$ cat src/rtl/core/f2rc_pkg.sv
// ----------------------------------------------------------------------------
// f2rc_pkg
// Shared codes of the feature to rainbow color block.
// ----------------------------------------------------------------------------
package f2rc_pkg;

    // action field codes
    localparam logic ACT_SCAN = 1'b0;
    localparam logic ACT_MAP  = 1'b1;

endpackage

$ cat src/rtl/core/f2rc_if.sv
// ----------------------------------------------------------------------------
// f2rc_if
// Valid/ready channels of the feature to rainbow color block.
// ----------------------------------------------------------------------------

// feature item channel
interface f2rc_feat_if #(
    parameter int FEATURE_BITS = 32
);
    logic                           valid;
    logic                           ready;
    logic                           action;
    logic                           first_item;
    logic signed [FEATURE_BITS-1:0] feature_value;

    modport source (output valid, action, first_item, feature_value, input ready);
    modport sink   (input valid, action, first_item, feature_value, output ready);
endinterface

// color result channel
interface f2rc_color_if #(
    parameter int COLOR_BITS = 8
);
    logic                  valid;
    logic                  ready;
    logic [COLOR_BITS-1:0] red;
    logic [COLOR_BITS-1:0] green;
    logic [COLOR_BITS-1:0] blue;
    logic                  span_zero;
    logic                  clamped;

    modport source (output valid, red, green, blue, span_zero, clamped, input ready);
    modport sink   (input valid, red, green, blue, span_zero, clamped, output ready);
endinterface

$ cat src/rtl/core/f2rc_div.sv
// ----------------------------------------------------------------------------
// f2rc_div
// Radix-2 restoring divider, one quotient bit per cycle.
// Gives floor(num * 2^QBITS / den) for num < den.
// ----------------------------------------------------------------------------
module f2rc_div #(
    parameter int WIDTH = 32,
    parameter int QBITS = 16
) (
    input  logic             clk,
    input  logic             rst_n,
    input  logic             start,
    input  logic [WIDTH-1:0] num,
    input  logic [WIDTH-1:0] den,
    output logic             done,
    output logic [QBITS-1:0] quot
);

    localparam int CW = $clog2(QBITS + 1);

    logic [WIDTH-1:0] rem_reg;
    logic [WIDTH-1:0] den_reg;
    logic [QBITS-1:0] quot_reg;
    logic [CW-1:0]    cnt_reg;
    logic             busy_reg;
    logic             done_reg;

    // one trial subtraction
    logic [WIDTH:0] shifted;
    logic           fits;
    logic [WIDTH:0] diff;

    assign shifted = {rem_reg, 1'b0};
    assign fits    = (shifted >= {1'b0, den_reg});
    assign diff    = shifted - {1'b0, den_reg};

    // iteration control
    always_ff @(posedge clk or negedge rst_n)
    begin
        if (!rst_n)
        begin
            busy_reg <= 1'b0;
            done_reg <= 1'b0;
            cnt_reg  <= '0;
        end
        else
        begin
            done_reg <= 1'b0;
            if (start)
            begin
                busy_reg <= 1'b1;
                cnt_reg  <= CW'(QBITS);
            end
            else if (busy_reg)
            begin
                cnt_reg <= cnt_reg - 1'b1;
                if (cnt_reg == CW'(1))
                begin
                    busy_reg <= 1'b0;
                    done_reg <= 1'b1;
                end
            end
        end
    end

    // remainder and quotient shift registers
    always_ff @(posedge clk)
    begin
        if (start)
        begin
            rem_reg  <= num;
            den_reg  <= den;
            quot_reg <= '0;
        end
        else if (busy_reg)
        begin
            rem_reg  <= fits ? diff[WIDTH-1:0] : shifted[WIDTH-1:0];
            quot_reg <= {quot_reg[QBITS-2:0], fits};
        end
    end

    assign done = done_reg;
    assign quot = quot_reg;

endmodule

$ cat src/rtl/core/f2rc_ramp.sv
// ----------------------------------------------------------------------------
// f2rc_ramp
// Blue-cyan-green-yellow-red ramp and scaling to color codes, two stages.
// ----------------------------------------------------------------------------
module f2rc_ramp #(
    parameter int NORM_BITS  = 16,
    parameter int COLOR_BITS = 8
) (
    input  logic                  clk,
    input  logic                  rst_n,
    input  logic                  start,
    input  logic [NORM_BITS:0]    t,
    output logic                  done,
    output logic [COLOR_BITS-1:0] red,
    output logic [COLOR_BITS-1:0] green,
    output logic [COLOR_BITS-1:0] blue
);

    localparam int TW = NORM_BITS + 1;
    localparam int WW = NORM_BITS + 3;
    localparam int PW = NORM_BITS + 1 + COLOR_BITS;

    localparam logic [TW-1:0] T_ONE   = TW'(1) << NORM_BITS;
    localparam logic [TW-1:0] T_QUART = TW'(1) << (NORM_BITS - 2);
    localparam logic [TW-1:0] T_HALF  = TW'(1) << (NORM_BITS - 1);
    localparam logic [TW-1:0] T_3QRT  = T_HALF + T_QUART;
    localparam logic [WW-1:0] W_ONE   = WW'(1) << NORM_BITS;
    localparam logic [PW-1:0] ROUND   = PW'(1) << (NORM_BITS - 1);

    logic [TW-1:0] r_reg, g_reg, b_reg;
    logic          v1_reg;
    logic [COLOR_BITS-1:0] red_reg, green_reg, blue_reg;
    logic          done_reg;

    // piecewise ramp in t units
    logic [WW-1:0] t4;
    logic [TW-1:0] r_next, g_next, b_next;
    logic [WW-1:0] b_fall, r_rise, g_fall;

    assign t4     = {t, 2'b00};
    assign b_fall = (W_ONE << 1) - t4;
    assign r_rise = t4 - (W_ONE << 1);
    assign g_fall = (W_ONE << 2) - t4;

    always_comb
    begin
        if (t <= T_QUART)
        begin
            r_next = '0;
            g_next = t4[TW-1:0];
            b_next = T_ONE;
        end
        else if (t <= T_HALF)
        begin
            r_next = '0;
            g_next = T_ONE;
            b_next = b_fall[TW-1:0];
        end
        else if (t <= T_3QRT)
        begin
            r_next = r_rise[TW-1:0];
            g_next = T_ONE;
            b_next = '0;
        end
        else
        begin
            r_next = T_ONE;
            g_next = g_fall[TW-1:0];
            b_next = '0;
        end
    end

    // scale by full-scale code, round half up: v*(2^C-1) = (v << C) - v
    function automatic logic [COLOR_BITS-1:0] scale(input logic [TW-1:0] v);
        logic [PW-1:0] p;
        p = (PW'(v) << COLOR_BITS) - PW'(v) + ROUND;
        return p[NORM_BITS +: COLOR_BITS];
    endfunction

    always_ff @(posedge clk or negedge rst_n)
    begin
        if (!rst_n)
        begin
            v1_reg   <= 1'b0;
            done_reg <= 1'b0;
        end
        else
        begin
            v1_reg   <= start;
            done_reg <= v1_reg;
        end
    end

    // ramp stage, then scaling stage
    always_ff @(posedge clk)
    begin
        if (start)
        begin
            r_reg <= r_next;
            g_reg <= g_next;
            b_reg <= b_next;
        end
        if (v1_reg)
        begin
            red_reg   <= scale(r_reg);
            green_reg <= scale(g_reg);
            blue_reg  <= scale(b_reg);
        end
    end

    assign done  = done_reg;
    assign red   = red_reg;
    assign green = green_reg;
    assign blue  = blue_reg;

endmodule

$ cat src/rtl/core/feature_to_rainbow_color.sv
// ----------------------------------------------------------------------------
// feature_to_rainbow_color
// Running min/max of point features and min/max-normalized rainbow colormap.
// ----------------------------------------------------------------------------
// Scan transfers: one per cycle while idle, min/max updated at the transfer.
// Map transfers: the item goes through setup, the radix-2 divider that yields
//   one quotient bit per cycle and the ramp, then waits for the output
//   register; no new item is taken until its result is loaded.
// Reset: min and max clear to zero, no result pending, input ready.
// ----------------------------------------------------------------------------
module feature_to_rainbow_color #(
    parameter int FEATURE_BITS = 32,
    parameter int NORM_BITS    = 16,
    parameter int COLOR_BITS   = 8
) (
    input  logic         clk,
    input  logic         rst_n,
    f2rc_feat_if.sink    feat,
    f2rc_color_if.source color
);

    localparam int FB = FEATURE_BITS;
    localparam int TW = NORM_BITS + 1;
    localparam logic [FB-1:0] SIGN  = FB'(1) << (FB - 1);
    localparam logic [TW-1:0] T_ONE = TW'(1) << NORM_BITS;

    typedef enum logic [2:0] {
        S_IDLE,
        S_SETUP,
        S_DIV,
        S_COLOR,
        S_PUSH
    } state_t;

    state_t state_reg;

    logic [FB-1:0] min_reg;
    logic [FB-1:0] max_reg;
    logic [FB-1:0] feat_reg;
    logic          span_zero_reg;
    logic          clamped_reg;
    logic          full_reg;

    logic                  out_valid_reg;
    logic [COLOR_BITS-1:0] red_reg, green_reg, blue_reg;
    logic                  out_span_zero_reg, out_clamped_reg;

    logic in_xfer, out_xfer, out_load;

    assign feat.ready = (state_reg == S_IDLE);
    assign in_xfer    = feat.valid && feat.ready;
    assign out_xfer   = out_valid_reg && color.ready;
    assign out_load   = (state_reg == S_PUSH) && (!out_valid_reg || color.ready);

    // order keys: flip the sign bit so unsigned compare follows signed order
    logic [FB-1:0] k_in, k_min, k_max, k_feat;

    assign k_in   = feat.feature_value ^ SIGN;
    assign k_min  = min_reg ^ SIGN;
    assign k_max  = max_reg ^ SIGN;
    assign k_feat = feat_reg ^ SIGN;

    // clamp and operands for the divider
    logic          below, above;
    logic [FB-1:0] k_clamp, div_num, div_den;

    assign below   = (k_feat < k_min);
    assign above   = (k_feat > k_max);
    assign k_clamp = below ? k_min : (above ? k_max : k_feat);
    assign div_num = k_clamp - k_min;
    assign div_den = k_max - k_min;

    // divider and ramp
    logic                 div_start, div_done;
    logic [NORM_BITS-1:0] quot;
    logic                 ramp_start, ramp_done;
    logic [TW-1:0]        t_val;
    logic [COLOR_BITS-1:0] ramp_red, ramp_green, ramp_blue;

    assign div_start  = (state_reg == S_SETUP);
    assign ramp_start = (state_reg == S_DIV) && div_done;
    assign t_val      = span_zero_reg ? '0 : (full_reg ? T_ONE : {1'b0, quot});

    f2rc_div #(
        .WIDTH (FB),
        .QBITS (NORM_BITS)
    ) u_div (
        .clk   (clk),
        .rst_n (rst_n),
        .start (div_start),
        .num   (div_num),
        .den   (div_den),
        .done  (div_done),
        .quot  (quot)
    );

    f2rc_ramp #(
        .NORM_BITS  (NORM_BITS),
        .COLOR_BITS (COLOR_BITS)
    ) u_ramp (
        .clk   (clk),
        .rst_n (rst_n),
        .start (ramp_start),
        .t     (t_val),
        .done  (ramp_done),
        .red   (ramp_red),
        .green (ramp_green),
        .blue  (ramp_blue)
    );

    // state, min/max and output register
    always_ff @(posedge clk or negedge rst_n)
    begin
        if (!rst_n)
        begin
            state_reg     <= S_IDLE;
            min_reg       <= '0;
            max_reg       <= '0;
            out_valid_reg <= 1'b0;
        end
        else
        begin
            if (out_load)
            begin
                out_valid_reg <= 1'b1;
            end
            else if (out_xfer)
            begin
                out_valid_reg <= 1'b0;
            end
            unique case (state_reg)
                S_IDLE:
                begin
                    if (in_xfer)
                    begin
                        if (feat.action == f2rc_pkg::ACT_SCAN)
                        begin
                            if (feat.first_item)
                            begin
                                min_reg <= feat.feature_value;
                                max_reg <= feat.feature_value;
                            end
                            else
                            begin
                                if (k_in < k_min)
                                begin
                                    min_reg <= feat.feature_value;
                                end
                                if (k_in > k_max)
                                begin
                                    max_reg <= feat.feature_value;
                                end
                            end
                        end
                        else
                        begin
                            state_reg <= S_SETUP;
                        end
                    end
                end
                S_SETUP:
                begin
                    state_reg <= S_DIV;
                end
                S_DIV:
                begin
                    if (div_done)
                    begin
                        state_reg <= S_COLOR;
                    end
                end
                S_COLOR:
                begin
                    if (ramp_done)
                    begin
                        state_reg <= S_PUSH;
                    end
                end
                S_PUSH:
                begin
                    if (out_load)
                    begin
                        state_reg <= S_IDLE;
                    end
                end
                default:
                begin
                    state_reg <= S_IDLE;
                end
            endcase
        end
    end

    // payload registers
    always_ff @(posedge clk)
    begin
        if (in_xfer)
        begin
            feat_reg <= feat.feature_value;
        end
        if (state_reg == S_SETUP)
        begin
            span_zero_reg <= (k_max == k_min);
            clamped_reg   <= below || above;
            full_reg      <= (k_clamp == k_max);
        end
        if (out_load)
        begin
            red_reg           <= ramp_red;
            green_reg         <= ramp_green;
            blue_reg          <= ramp_blue;
            out_span_zero_reg <= span_zero_reg;
            out_clamped_reg   <= clamped_reg;
        end
    end

    assign color.valid     = out_valid_reg;
    assign color.red       = red_reg;
    assign color.green     = green_reg;
    assign color.blue      = blue_reg;
    assign color.span_zero = out_span_zero_reg;
    assign color.clamped   = out_clamped_reg;

endmodule

$ cat src/flat_wrapper.sv
// flat-port wrapper written by rule: the top's interface ports become plain ports
module feature_to_rainbow_color_flat 
#(
    parameter int FEATURE_BITS = 32,
    parameter int NORM_BITS    = 16,
    parameter int COLOR_BITS   = 8
)
  (clk, rst_n, feat_valid, feat_action, feat_first_item, feat_feature_value, feat_ready, color_valid, color_red, color_green, color_blue, color_span_zero, color_clamped, color_ready);
  f2rc_feat_if #(.FEATURE_BITS(FEATURE_BITS)) feat_i ();
  f2rc_color_if #(.COLOR_BITS(COLOR_BITS)) color_i ();
  input  logic clk;
  input  logic rst_n;
  input wire logic [$bits(feat_i.valid)-1:0] feat_valid;
  input wire logic [$bits(feat_i.action)-1:0] feat_action;
  input wire logic [$bits(feat_i.first_item)-1:0] feat_first_item;
  input wire logic [$bits(feat_i.feature_value)-1:0] feat_feature_value;
  output wire logic [$bits(feat_i.ready)-1:0] feat_ready;
  output wire logic [$bits(color_i.valid)-1:0] color_valid;
  output wire logic [$bits(color_i.red)-1:0] color_red;
  output wire logic [$bits(color_i.green)-1:0] color_green;
  output wire logic [$bits(color_i.blue)-1:0] color_blue;
  output wire logic [$bits(color_i.span_zero)-1:0] color_span_zero;
  output wire logic [$bits(color_i.clamped)-1:0] color_clamped;
  input wire logic [$bits(color_i.ready)-1:0] color_ready;
  assign feat_i.valid = feat_valid;
  assign feat_i.action = feat_action;
  assign feat_i.first_item = feat_first_item;
  assign feat_i.feature_value = feat_feature_value;
  assign feat_ready = feat_i.ready;
  assign color_valid = color_i.valid;
  assign color_red = color_i.red;
  assign color_green = color_i.green;
  assign color_blue = color_i.blue;
  assign color_span_zero = color_i.span_zero;
  assign color_clamped = color_i.clamped;
  assign color_i.ready = color_ready;
  feature_to_rainbow_color #(.FEATURE_BITS(FEATURE_BITS), .NORM_BITS(NORM_BITS), .COLOR_BITS(COLOR_BITS)) u_core (.clk(clk), .rst_n(rst_n), .feat(feat_i), .color(color_i));
endmodule
$ cat config.mk
export PLATFORM = sky130hd
export DESIGN_NAME = feature_to_rainbow_color_flat
export DESIGN_NICKNAME = d
export VERILOG_FILES = /design/src/rtl/core/f2rc_pkg.sv /design/src/rtl/core/f2rc_if.sv /design/src/rtl/core/f2rc_div.sv /design/src/rtl/core/f2rc_ramp.sv /design/src/rtl/core/feature_to_rainbow_color.sv /design/src/flat_wrapper.sv
export SDC_FILE = /design/constraint.sdc
export NUM_CORES = 1
export LEC_CHECK = 0
export BUFFER_PORTS_ARGS = -buffer_cell sky130_fd_sc_hd__buf_2
export CAP_MARGIN = 20
export CORE_MARGIN = 2
export CORE_UTILIZATION = 68
export CTS_CLUSTER_DIAMETER = 150
export DETAILED_ROUTE_END_ITERATION = 16
export PLACE_DENSITY = 0.95
export RECOVER_POWER = 100
export SYNTH_ARGS = -nofsm -noshare
export SYNTH_HDL_FRONTEND = slang
export SYNTH_SLANG_ARGS = --single-unit
$ cat constraint.sdc
create_clock -name clk -period 13.6 [get_ports clk]
set_input_delay 2.04 -clock clk [delete_from_list [all_inputs] [get_ports clk]]
set_output_delay 2.04 -clock clk [all_outputs]
set_load 0.02 [all_outputs]
Word level (Yosys, flattened, before mapping)
Index checks and enable logic that the tools add are counted.
{"block": "op_classes", "n_addsub": 13, "reduce_logical": 19, "eq_ne": 12, "n_bitwise": 7, "mux": 32, "order_cmp": 8}
{"cell": "$mux W32", "count": 9}
{"cell": "$mux W17", "count": 7}
{"cell": "$sub A32 B32 Y32", "count": 3}
{"cell": "$add A24 B16 Y24 const B", "count": 3}
{"cell": "$sub A24 B17 Y24", "count": 3}
{"cell": "$eq A32 B32 Y1", "count": 2}
{"cell": "$gt A32 B32 Y1", "count": 2}
{"cell": "$lt A32 B32 Y1", "count": 2}
{"cell": "$le A17 B16 Y1 const B", "count": 2}
{"cell": "$sub A1 B17 Y17 const A", "count": 2}
{"cell": "$ge A33 B32 Y1", "count": 1}
{"cell": "$le A17 B15 Y1 const B", "count": 1}
{"cell": "$sub A17 B1 Y17 const B", "count": 1}
{"cell": "$mux W3", "count": 5}
{"cell": "$pmux W3 S5", "count": 1}
{"cell": "$mux W5", "count": 2}
{"cell": "$mux W1", "count": 8}
{"cell": "$ne A2 B2 Y1 const B", "count": 4}
{"cell": "$reduce_and A4 Y1", "count": 2}
{"cell": "$reduce_bool A2 Y1", "count": 4}
{"cell": "$not A1 Y1", "count": 7}
{"cell": "$eq A3 B2 Y1 const B", "count": 2}
{"cell": "$reduce_or A3 Y1", "count": 2}
{"cell": "$eq A5 B1 Y1 const B", "count": 1}
{"cell": "10 further kinds", "count": 15}
{"block": "totals", "inputBits": 38, "regBits": 293}

Logic depth before layout (Yosys ltp)
Gate-level depths: netlist of the first run.
{"block": "logic_depth", "ltp_word": 6, "mapped_depth": 25}

Modules after synthesis
A second synthesis of the first run with hierarchy kept.
{"block": "unflattened", "hier_cells": 2300, "hier_area_um2": 22287.6}
{"module": "feature_to_rainbow_color", "seq_area_each_um2": 3533.4, "cells_each": 1256, "area_per_inst_um2": 11800.1, "n_inst": 1}
{"module": "f2rc_div", "seq_area_each_um2": 2417.3, "cells_each": 554, "area_per_inst_um2": 5446.5, "n_inst": 1}
{"module": "f2rc_ramp", "seq_area_each_um2": 2122.0, "cells_each": 490, "area_per_inst_um2": 5041.1, "n_inst": 1}

Worst setup path before layout of the first run
OpenSTA, ideal clock, no wires.
{"block": "synth_path", "path_type": "reg-to-reg", "from": "register u_core.state_reg[1]", "to": "register u_core.u_ramp.v1_reg", "stages_incl_launch_ff": 3, "path_buffers": 1, "t_arrival_ps": 4925, "synth_period_minus_slack_ps": 5498, "slack_ps": 8102, "setup_ps": 572, "cell_sequence": "dfrtp_1 -> clkbuf_1 -> nor4bb_1"}
{"block": "synth_via", "elab_chain_cells": 2}
{"item": "from (decl)", "line_no": "feature_to_rainbow_color.sv:35", "text": "state_t state_reg;"}
{"item": "from (signal assigned)", "line_no": "feature_to_rainbow_color.sv:116", "text": "state_reg <= S_IDLE;"}
{"item": "from (signal assigned)", "line_no": "feature_to_rainbow_color.sv:157", "text": "state_reg <= S_SETUP;"}
{"item": "from (signal assigned)", "line_no": "feature_to_rainbow_color.sv:163", "text": "state_reg <= S_DIV;"}
{"item": "$eq A3 B2 Y1", "line_no": "feature_to_rainbow_color.sv:81", "text": "assign ramp_start = (state_reg == S_DIV) && div_done;"}
{"item": "$logic_and A1 B1 Y1", "line_no": "feature_to_rainbow_color.sv:81"}
{"item": "net u_core.ramp_start", "line_no": "feature_to_rainbow_color.sv:76", "text": "logic ramp_start, ramp_done;"}
{"item": "to (signal assigned)", "line_no": "f2rc_ramp.sv:89", "text": "v1_reg <= start;"}
{"item": "to (decl)", "line_no": "f2rc_ramp.sv:31", "text": "logic v1_reg;"}
The timed path passes the listed nets, and every way through them passes these cells.
A chain may end at the register's enable or synchronous reset.

Worst setup path after layout of the first run
{"block": "layout_path", "from": "register u_core.min_reg[1]", "to": "register u_core.u_div.rem_reg[15], data pin"}
{"block": "layout_via", "elab_chain_cells": 4}
{"item": "from (decl)", "line_no": "feature_to_rainbow_color.sv:37", "text": "logic [FB-1:0] min_reg;"}
{"item": "from (signal assigned)", "line_no": "feature_to_rainbow_color.sv:140", "text": "min_reg <= feat.feature_value;"}
{"item": "from (signal assigned)", "line_no": "feature_to_rainbow_color.sv:147", "text": "min_reg <= feat.feature_value;"}
{"item": "$lt A32 B32 Y1", "line_no": "feature_to_rainbow_color.sv:67", "text": "assign below = (k_feat < k_min);"}
{"item": "$mux W32", "line_no": "feature_to_rainbow_color.sv:69", "text": "assign k_clamp = below ? k_min : (above ? k_max : k_feat);"}
{"item": "$sub A32 B32 Y32 (*)", "line_no": "feature_to_rainbow_color.sv:70", "text": "assign div_num = k_clamp - k_min;"}
{"item": "$mux W32 (*)", "line_no": "f2rc_div.sv:69", "text": "if (start)"}
{"item": "to (signal assigned)", "line_no": "f2rc_div.sv:71", "text": "rem_reg <= num;"}
{"item": "to (signal assigned)", "line_no": "f2rc_div.sv:77", "text": "rem_reg <= fits ? diff[WIDTH-1:0] : shifted[WIDTH-1:0];"}
{"item": "to (decl)", "line_no": "f2rc_div.sv:21", "text": "logic [WIDTH-1:0] rem_reg;"}
Mark *: on every way between the ends. The rest lies on a longest branch, timed or not.

==> metrics.md, run 1 <==
| Metric | Value |
|---|---|
| HPWL Detailed | 47.9 mm |
| Post-Route Utilization | 0.744 |
| Cells after synthesis | 2184 |
| Root Buffer | clkbuf_16 |
| Slew margin rel. | -1.79 |
| Largest net degree at the start of global routing | 90 |
| WP data required | 13.74 ns |
| Initial Utilization | 0.694 |
| Die ar. | 0.0328 mm2 |
| Final setup skew | 0.0121 ns |
| Slew Limit Fails | 449 |
| Layout fillers | 2076 |
| Area share of fa/ha/maj cells after synthesis | 0.167 |
| DR vias/cell | 6.89 |
| WP data arrival | 9.33 ns |
| CP max stage cell | clkbuf_1 |
| Quantity of I/O buffers inserted on ports | 65 |
| Nets | 2556 |
| Clk Latency, worst-skew pair | 0.58 ns |
| Synth Net Count | 2505 |
| Layout cell share with drive strength beyond 1 | 0.0712 |
| Final Hold Vio Count | 0 |
| Row cnt | 64 |
| Sinks on Clock Net | 287 |
| CTS Hold Buffers Added | 0 |
| # placed instances | 2597 |
| Synth async-reset ratio | 0.268 |
| Min Tclk post-route | 9.19 ns |
| Crit start category | flip-flop |
| Total number of vias | 18300 |
| RSZ-0062 raised after global routing | false |
| Crit-path max cell delay | 2.44 ns |
| Setup repair bufs after CTS | 0 |
| Placeable Area | 0.0307 mm2 |
| CTS clk-pin slew, worst paths | 0.06 ns |
| EDFF count, synth | 194 |
| Most frequent CP cell | a21oi_1 |
| Seq cells post-synth | 287 |
| MaxCap Viol Count | 11 |
| Cts bufs inserted | 31 |
| Ports | 66 |
| Period utilization | 0.676 |
| Post-synthesis xor/xnor area fraction | 0.0681 |
| Synthesized cell area | 0.0213 mm2 |
| Netlist cell types | 90 |
| Crit. End Element | flip-flop |
| Sequential area share after synthesis | 0.378 |
| Die X | 181 um |
| Worst Setup Slack post-DPL | 7.07 ns |
| Post-Synth Simple-Gate Area | 0.128 |
| Most common cell after layout, fill and taps aside | ha_1 |
| Maximum clock path buffer count | 3 |
| GPL Wtd Cong | 1.05 |
| Post_cts resized | 0 |
| Setup Total Neg Slack | 0 ns |
| Initial antenna violation count | 1 |
| Cell Chain, Critical Path | inv_1 -> ha_1 -> a31oi_1 -> o21ai_0 -> a21oi_1 -> o41ai_1 -> a221o_2 -> clkbuf_1 -> a21oi_1 -> ha_1 -> nor2b_1 -> o31ai_1 -> a21oi_1 -> and2_0 -> a211o_1 -> a21o_1 -> a21o_1 -> a21boi_0 -> xor2_1 -> a21oi_1 |
| DRC Markers | 0 |
| Vias in the first global route | 17800 |
| Status | finished, violations left |
| Diodes inserted | 0 |
| Fin cells | 2656 |
| Setup violators final | 0 |
| Largest family of logic cells by synthesized area | compound AO/OA/AOI/OAI gates |
| GRT Total Usage | 0.382 |
| Pre-antenna DRT Iters | 6 |
| Post-DR wirelength/cell | 24.0 um |
| Max FO, Critical Path | 70 |
| Area Growth Syn to Fin | 7.23% |
| Synth Flop Type | edfxtp_1 |
| Iter 0 DRT Violations | 2462 |
| CP Class | reg -> reg |
| CTS tree | built |
| Setup WS post-layout | 4.41 ns |
| Max Freq | 0.109 GHz |
| H-tree levels | 1 |
| Slew at the pin closest to its max-slew limit | 4.19 ns |
| Warnings from Yosys | 0 |
| Commonest cells after routing, fill and taps aside | 280 x ha_1, 218 x a21oi_1, 214 x nor2_1, 194 x edfxtp_1, 160 x inv_1 |
| Routed Antenna Nets | 0 |
| Hold WC Path Type | reg -> reg |
| Failing checks | max-capacitance violations, max-slew violations |
| Die height | 181 um |
| Total wire length | 63.8 mm |
| Mux contribution to synthesized area | 0.0427 |
| Avg Cell Area, Syn | 9.77 um2 |
| GR Overflow Total | 0 |
| Post-synthesis compound-gate area fraction | 0.176 |
| First-pass GRT wire length | 98.5 mm |
worst paths after layout:
check | startpoint | endpoint | slack (ns) | depth (start not counted)
min in group asynchronous | rst_n | u_core.min_reg[4]$_DFFE_PN0P_ | 1.99 | 1
setup / recovery | u_core.min_reg[1]$_DFFE_PN0P_ | u_core.u_div.rem_reg[15]$_DFFE_PP_ | 4.41 | 20
max in group asynchronous | rst_n | u_core.u_div.busy_reg$_DFF_PN0_ | 8.09 | 2
hold reg to reg | u_core.u_ramp.blue[6]$_DFFE_PP_ | u_core.color.blue[6]$_DFFE_PP_ | 0.42 | 0
setup reg to reg | u_core.min_reg[1]$_DFFE_PN0P_ | u_core.u_div.rem_reg[15]$_DFFE_PP_ | 4.41 | 20
hold / removal | u_core.u_ramp.blue[6]$_DFFE_PP_ | u_core.color.blue[6]$_DFFE_PP_ | 0.42 | 0
critical path: cells and delay by family, from the launching register on:
family	cells	cell delay (ns)
AOI/OAI and AO/OA	13	4.08
buffers and inverters	2	2.63
adders and majority gates	2	0.84
DFF	1	0.46
and+or+nand+nor	2	0.38
xor gates and xnor gates	1	0.31
layer usage:
metal	up-vias	share of wire	wire length [um]	track usage
met4	2	0.055	3530	0.171
met1	8600	0.39	24700	0.511
met2	1315	0.45	28500	0.612
met5	-	0.00017	11	0
li1	8133	-	-	-
met3	241	0.11	6930	0.0679
cells in the mapped netlist (all sizes together) (10+ instances only):
library cell,number,area (um2)
mux2i,18,180
nand3,25,130
inv,160,601
ha,280,3500
edfxtp,194,5830
or3,13,81.3
mux2,65,732
xor2,57,499
o21ai,91,459
nand2b,28,175
or2,12,75.1
nor3,42,220
o22ai,14,87.6
nor4,16,100
nor2,215,807
a211oi,40,315
a21o,72,541
nand2,98,368
o21a,28,210
clkbuf,40,151
dfxtp,16,320
buf,20,98.8
dfrtp,77,1930
nand4,43,269
o31ai,10,80.1
nor2b,17,106
a31oi,15,93.8
and3,19,119
xnor2,109,955
a21oi,220,1110
o21bai,13,97.6
kinds of logic after synthesis:
kind of cell	count (synthesis)
compound gates	583
fa+ha+maj	283
buf+inv	221
flops	287
mux	83
simple gates	561
xor+xnor	166
stage by stage:
step / hold WS [ns] / cell area, um2
4_1_cts: 0.419 / 23100
3_3_place_gp: 0.401 / 22000
6_report: 0.420 / 22900
5_1_grt: 0.426 / 22900
2_1_floorplan: 0.400 / 21300
3_5_place_dp: 0.405 / 22000
layout make-up:
type / instances / area (um2) / area share
sequential: 287 / 8070 / 0.353
tap: 396 / 495 / 0.0217
inverter: 161 / 606 / 0.0265
clock inverter: 21 / 174 / 0.00760
clock buffer: 37 / 848 / 0.0371
multi-input combinational: 1676 / 12400 / 0.541
timing repair buffer: 78 / 304 / 0.0133
Power of run 1 is left out: the tool's default activity adds up to more than one toggle a clock period on the data nets, which glitch-free logic cannot reach.
==> run 2: changes to the inputs <==
Settings changed: CORE_UTILIZATION 68 to 58, PLACE_DENSITY 0.95 to 0.88.
Clock period 13.6 ns to 7.65 ns, I/O delays scaled along.
==> run 2 against run 1 <==
Effect of this change: the run still ends with max-capacitance violations, max-slew violations left; count of clock-buffer cells in the layout grew 16; global-route usage shrank 7.9 points; via count down 4.4%; sequential cell count unchanged; critical path type unchanged; critical endpoint is now u_core.u_div.rem_reg[28]$_DFFE_PP_.
==> metrics.md, run 2 (synthesized netlist as in run 1, its figures left out) <==
| Metric | Value |
|---|---|
| Slew at the pin closest to its max-slew limit | 3.65 ns |
| Post-Route Utilization | 0.635 |
| GR Overflow Total | 0 |
| Cts bufs inserted | 34 |
| HPWL Detailed | 44.2 mm |
| Clk Latency, worst-skew pair | 0.55 ns |
| CP max stage cell | clkbuf_1 |
| Total wire length | 58.3 mm |
| Slew margin rel. | -1.43 |
| Layout fillers | 2864 |
| DRC Markers | 0 |
| Max Freq | 0.152 GHz |
| Post-DR wirelength/cell | 21.3 um |
| Pre-antenna DRT Iters | 5 |
| Crit. End Element | flip-flop |
| First-pass GRT wire length | 91.7 mm |
| Placed cell areas | 0.0221 mm2 |
| GPL Wtd Cong | 1.03 |
| Status | finished, violations left |
| Hold depth | 0 |
| Max VDD drop | 0.284 mV |
| Max FO, Critical Path | 41 |
| GRT Total Usage | 0.304 |
| RSZ-0062 raised after global routing | false |
| MaxCap Viol Count | 10 |
| Row cnt | 70 |
| Final Hold Vio Count | 0 |
| Vias in the first global route | 17200 |
| Leak | 9.81 nW |
| WP data arrival | 6.70 ns |
| Iter 0 DRT Violations | 1510 |
| Crit-path max cell delay | 1.07 ns |
| Die ar. | 0.0383 mm2 |
| CTS Hold Buffers Added | 0 |
| Sinks on Clock Net | 287 |
| Largest net degree at the start of global routing | 77 |
| Maximum clock path buffer count | 3 |
| CTS clk-pin slew, worst paths | 0.06 ns |
| Quantity of I/O buffers inserted on ports | 65 |
| Hold WC Path Type | reg -> reg |
| Power per Cell Area | 514 mW/mm2 |
| Area Growth Syn to Fin | 8.41% |
| Period utilization | 0.858 |
| Nets | 2561 |
| Root Buffer | clkbuf_16 |
| H-tree levels | 2 |
| DR vias/cell | 6.39 |
| Worst path bufs/invs | 2 |
| Cell area after layout | 0.0231 mm2 |
| Setup repair bufs after CTS | 0 |
| Initial antenna violation count | 0 |
| Placeable Area | 0.0364 mm2 |
| Initial Utilization | 0.586 |
| Die height | 196 um |
| Routed Antenna Nets | 0 |
| Layout cell share with drive strength beyond 1 | 0.0671 |
| CTS tree | built |
| Commonest cells after routing, fill and taps aside | 280 x ha_1, 218 x a21oi_1, 214 x nor2_1, 194 x edfxtp_1, 160 x inv_1 |
| Setup Total Neg Slack | 0 ns |
| Die X | 196 um |
| Reg2reg path depth | 19 |
| Ports | 66 |
| CP top delay family | compound AO/OA/AOI/OAI gates |
| Post_cts resized | 0 |
| Diodes inserted | 0 |
| Total number of vias | 17500 |
| WP data required | 7.79 ns |
| Slew Limit Fails | 330 |
| Final setup skew | 0.0267 ns |
| Most frequent CP cell | o21ai_0 |
| Min Tclk post-route | 6.56 ns |
| Cell Chain, Critical Path | inv_1 -> ha_1 -> nand4_1 -> and3_1 -> o21ai_0 -> a21oi_1 -> o41ai_1 -> a221o_2 -> clkbuf_1 -> a21oi_1 -> ha_1 -> a21o_1 -> a21o_1 -> a21oi_1 -> o21ai_0 -> a221oi_1 -> o21bai_1 -> o21ai_0 -> o21ai_0 |
| CP Class | reg -> reg |
| Levels on crit path | 19 |
| Setup violators final | 0 |
| Crit start category | flip-flop |
| Failing checks | max-capacitance violations, max-slew violations |
| Most common cell after layout, fill and taps aside | ha_1 |
-- run 2: final timing paths --
path / end / slack [ns] / start
worst max register to register: u_core.u_div.rem_reg[28]$_DFFE_PP_ / 1.09 / u_core.min_reg[4]$_DFFE_PN0P_
worst max-delay path: u_core.u_div.rem_reg[28]$_DFFE_PP_ / 1.09 / u_core.min_reg[4]$_DFFE_PN0P_
worst min register to register: u_core.color.green[0]$_DFFE_PP_ / 0.42 / u_core.u_ramp.green[0]$_DFFE_PP_
worst min-delay path: u_core.color.green[0]$_DFFE_PP_ / 0.42 / u_core.u_ramp.green[0]$_DFFE_PP_
max in group asynchronous: u_core.u_div.cnt_reg[4]$_DFFE_PN0P_ / 3.03 / rst_n
min in group asynchronous: u_core.max_reg[4]$_DFFE_PN0P_ / 1.04 / rst_n
-- run 2: layer usage --
| layer | vias up | part of all wire | routed length [um] | GRT usage |
|---|---|---|---|---|
| li1 | 8134 | - | - | - |
| met1 | 8377 | 0.42 | 24400 | 0.396 |
| met2 | 778 | 0.46 | 26800 | 0.496 |
| met3 | 189 | 0.065 | 3790 | 0.0385 |
| met4 | 0 | 0.057 | 3340 | 0.164 |
| met5 | - | 0 | 0 | 0 |
-- run 2: cell type report --
class / count / area [um2] / area share
multi-input cells: 1676 / 12400 / 0.535
inverters: 161 / 606 / 0.0262
flip-flops and latches: 287 / 8070 / 0.349
repair buffers: 80 / 335 / 0.0145
well taps: 468 / 586 / 0.0253
clock buffers: 53 / 972 / 0.0420
clock inverters: 9 / 194 / 0.00838
-- run 2: power by group --
group | total (mW) | switching, mW | internal (mW)
clock | 1.71 | 0.684 | 1.03
sequential | 2.78 | 0.509 | 2.27
combinational | 7.40 | 4.40 | 3.00
total | 11.9 | 5.59 | 6.30
-- run 2: metrics by stage --
step	setup slack (ns)	std cells	hold slack, ns	total power, mW
floorplan	2.15	2184	0.400	8.05
global placement	1.94	2670	0.400	9.71
detailed placement	1.78	2670	0.405	9.92
CTS	1.76	2732	0.419	11.7
global route	0.676	2734	0.425	12.7
finish	1.09	2734	0.418	11.9
No activity file was read; power rests on OpenSTA's default activity.
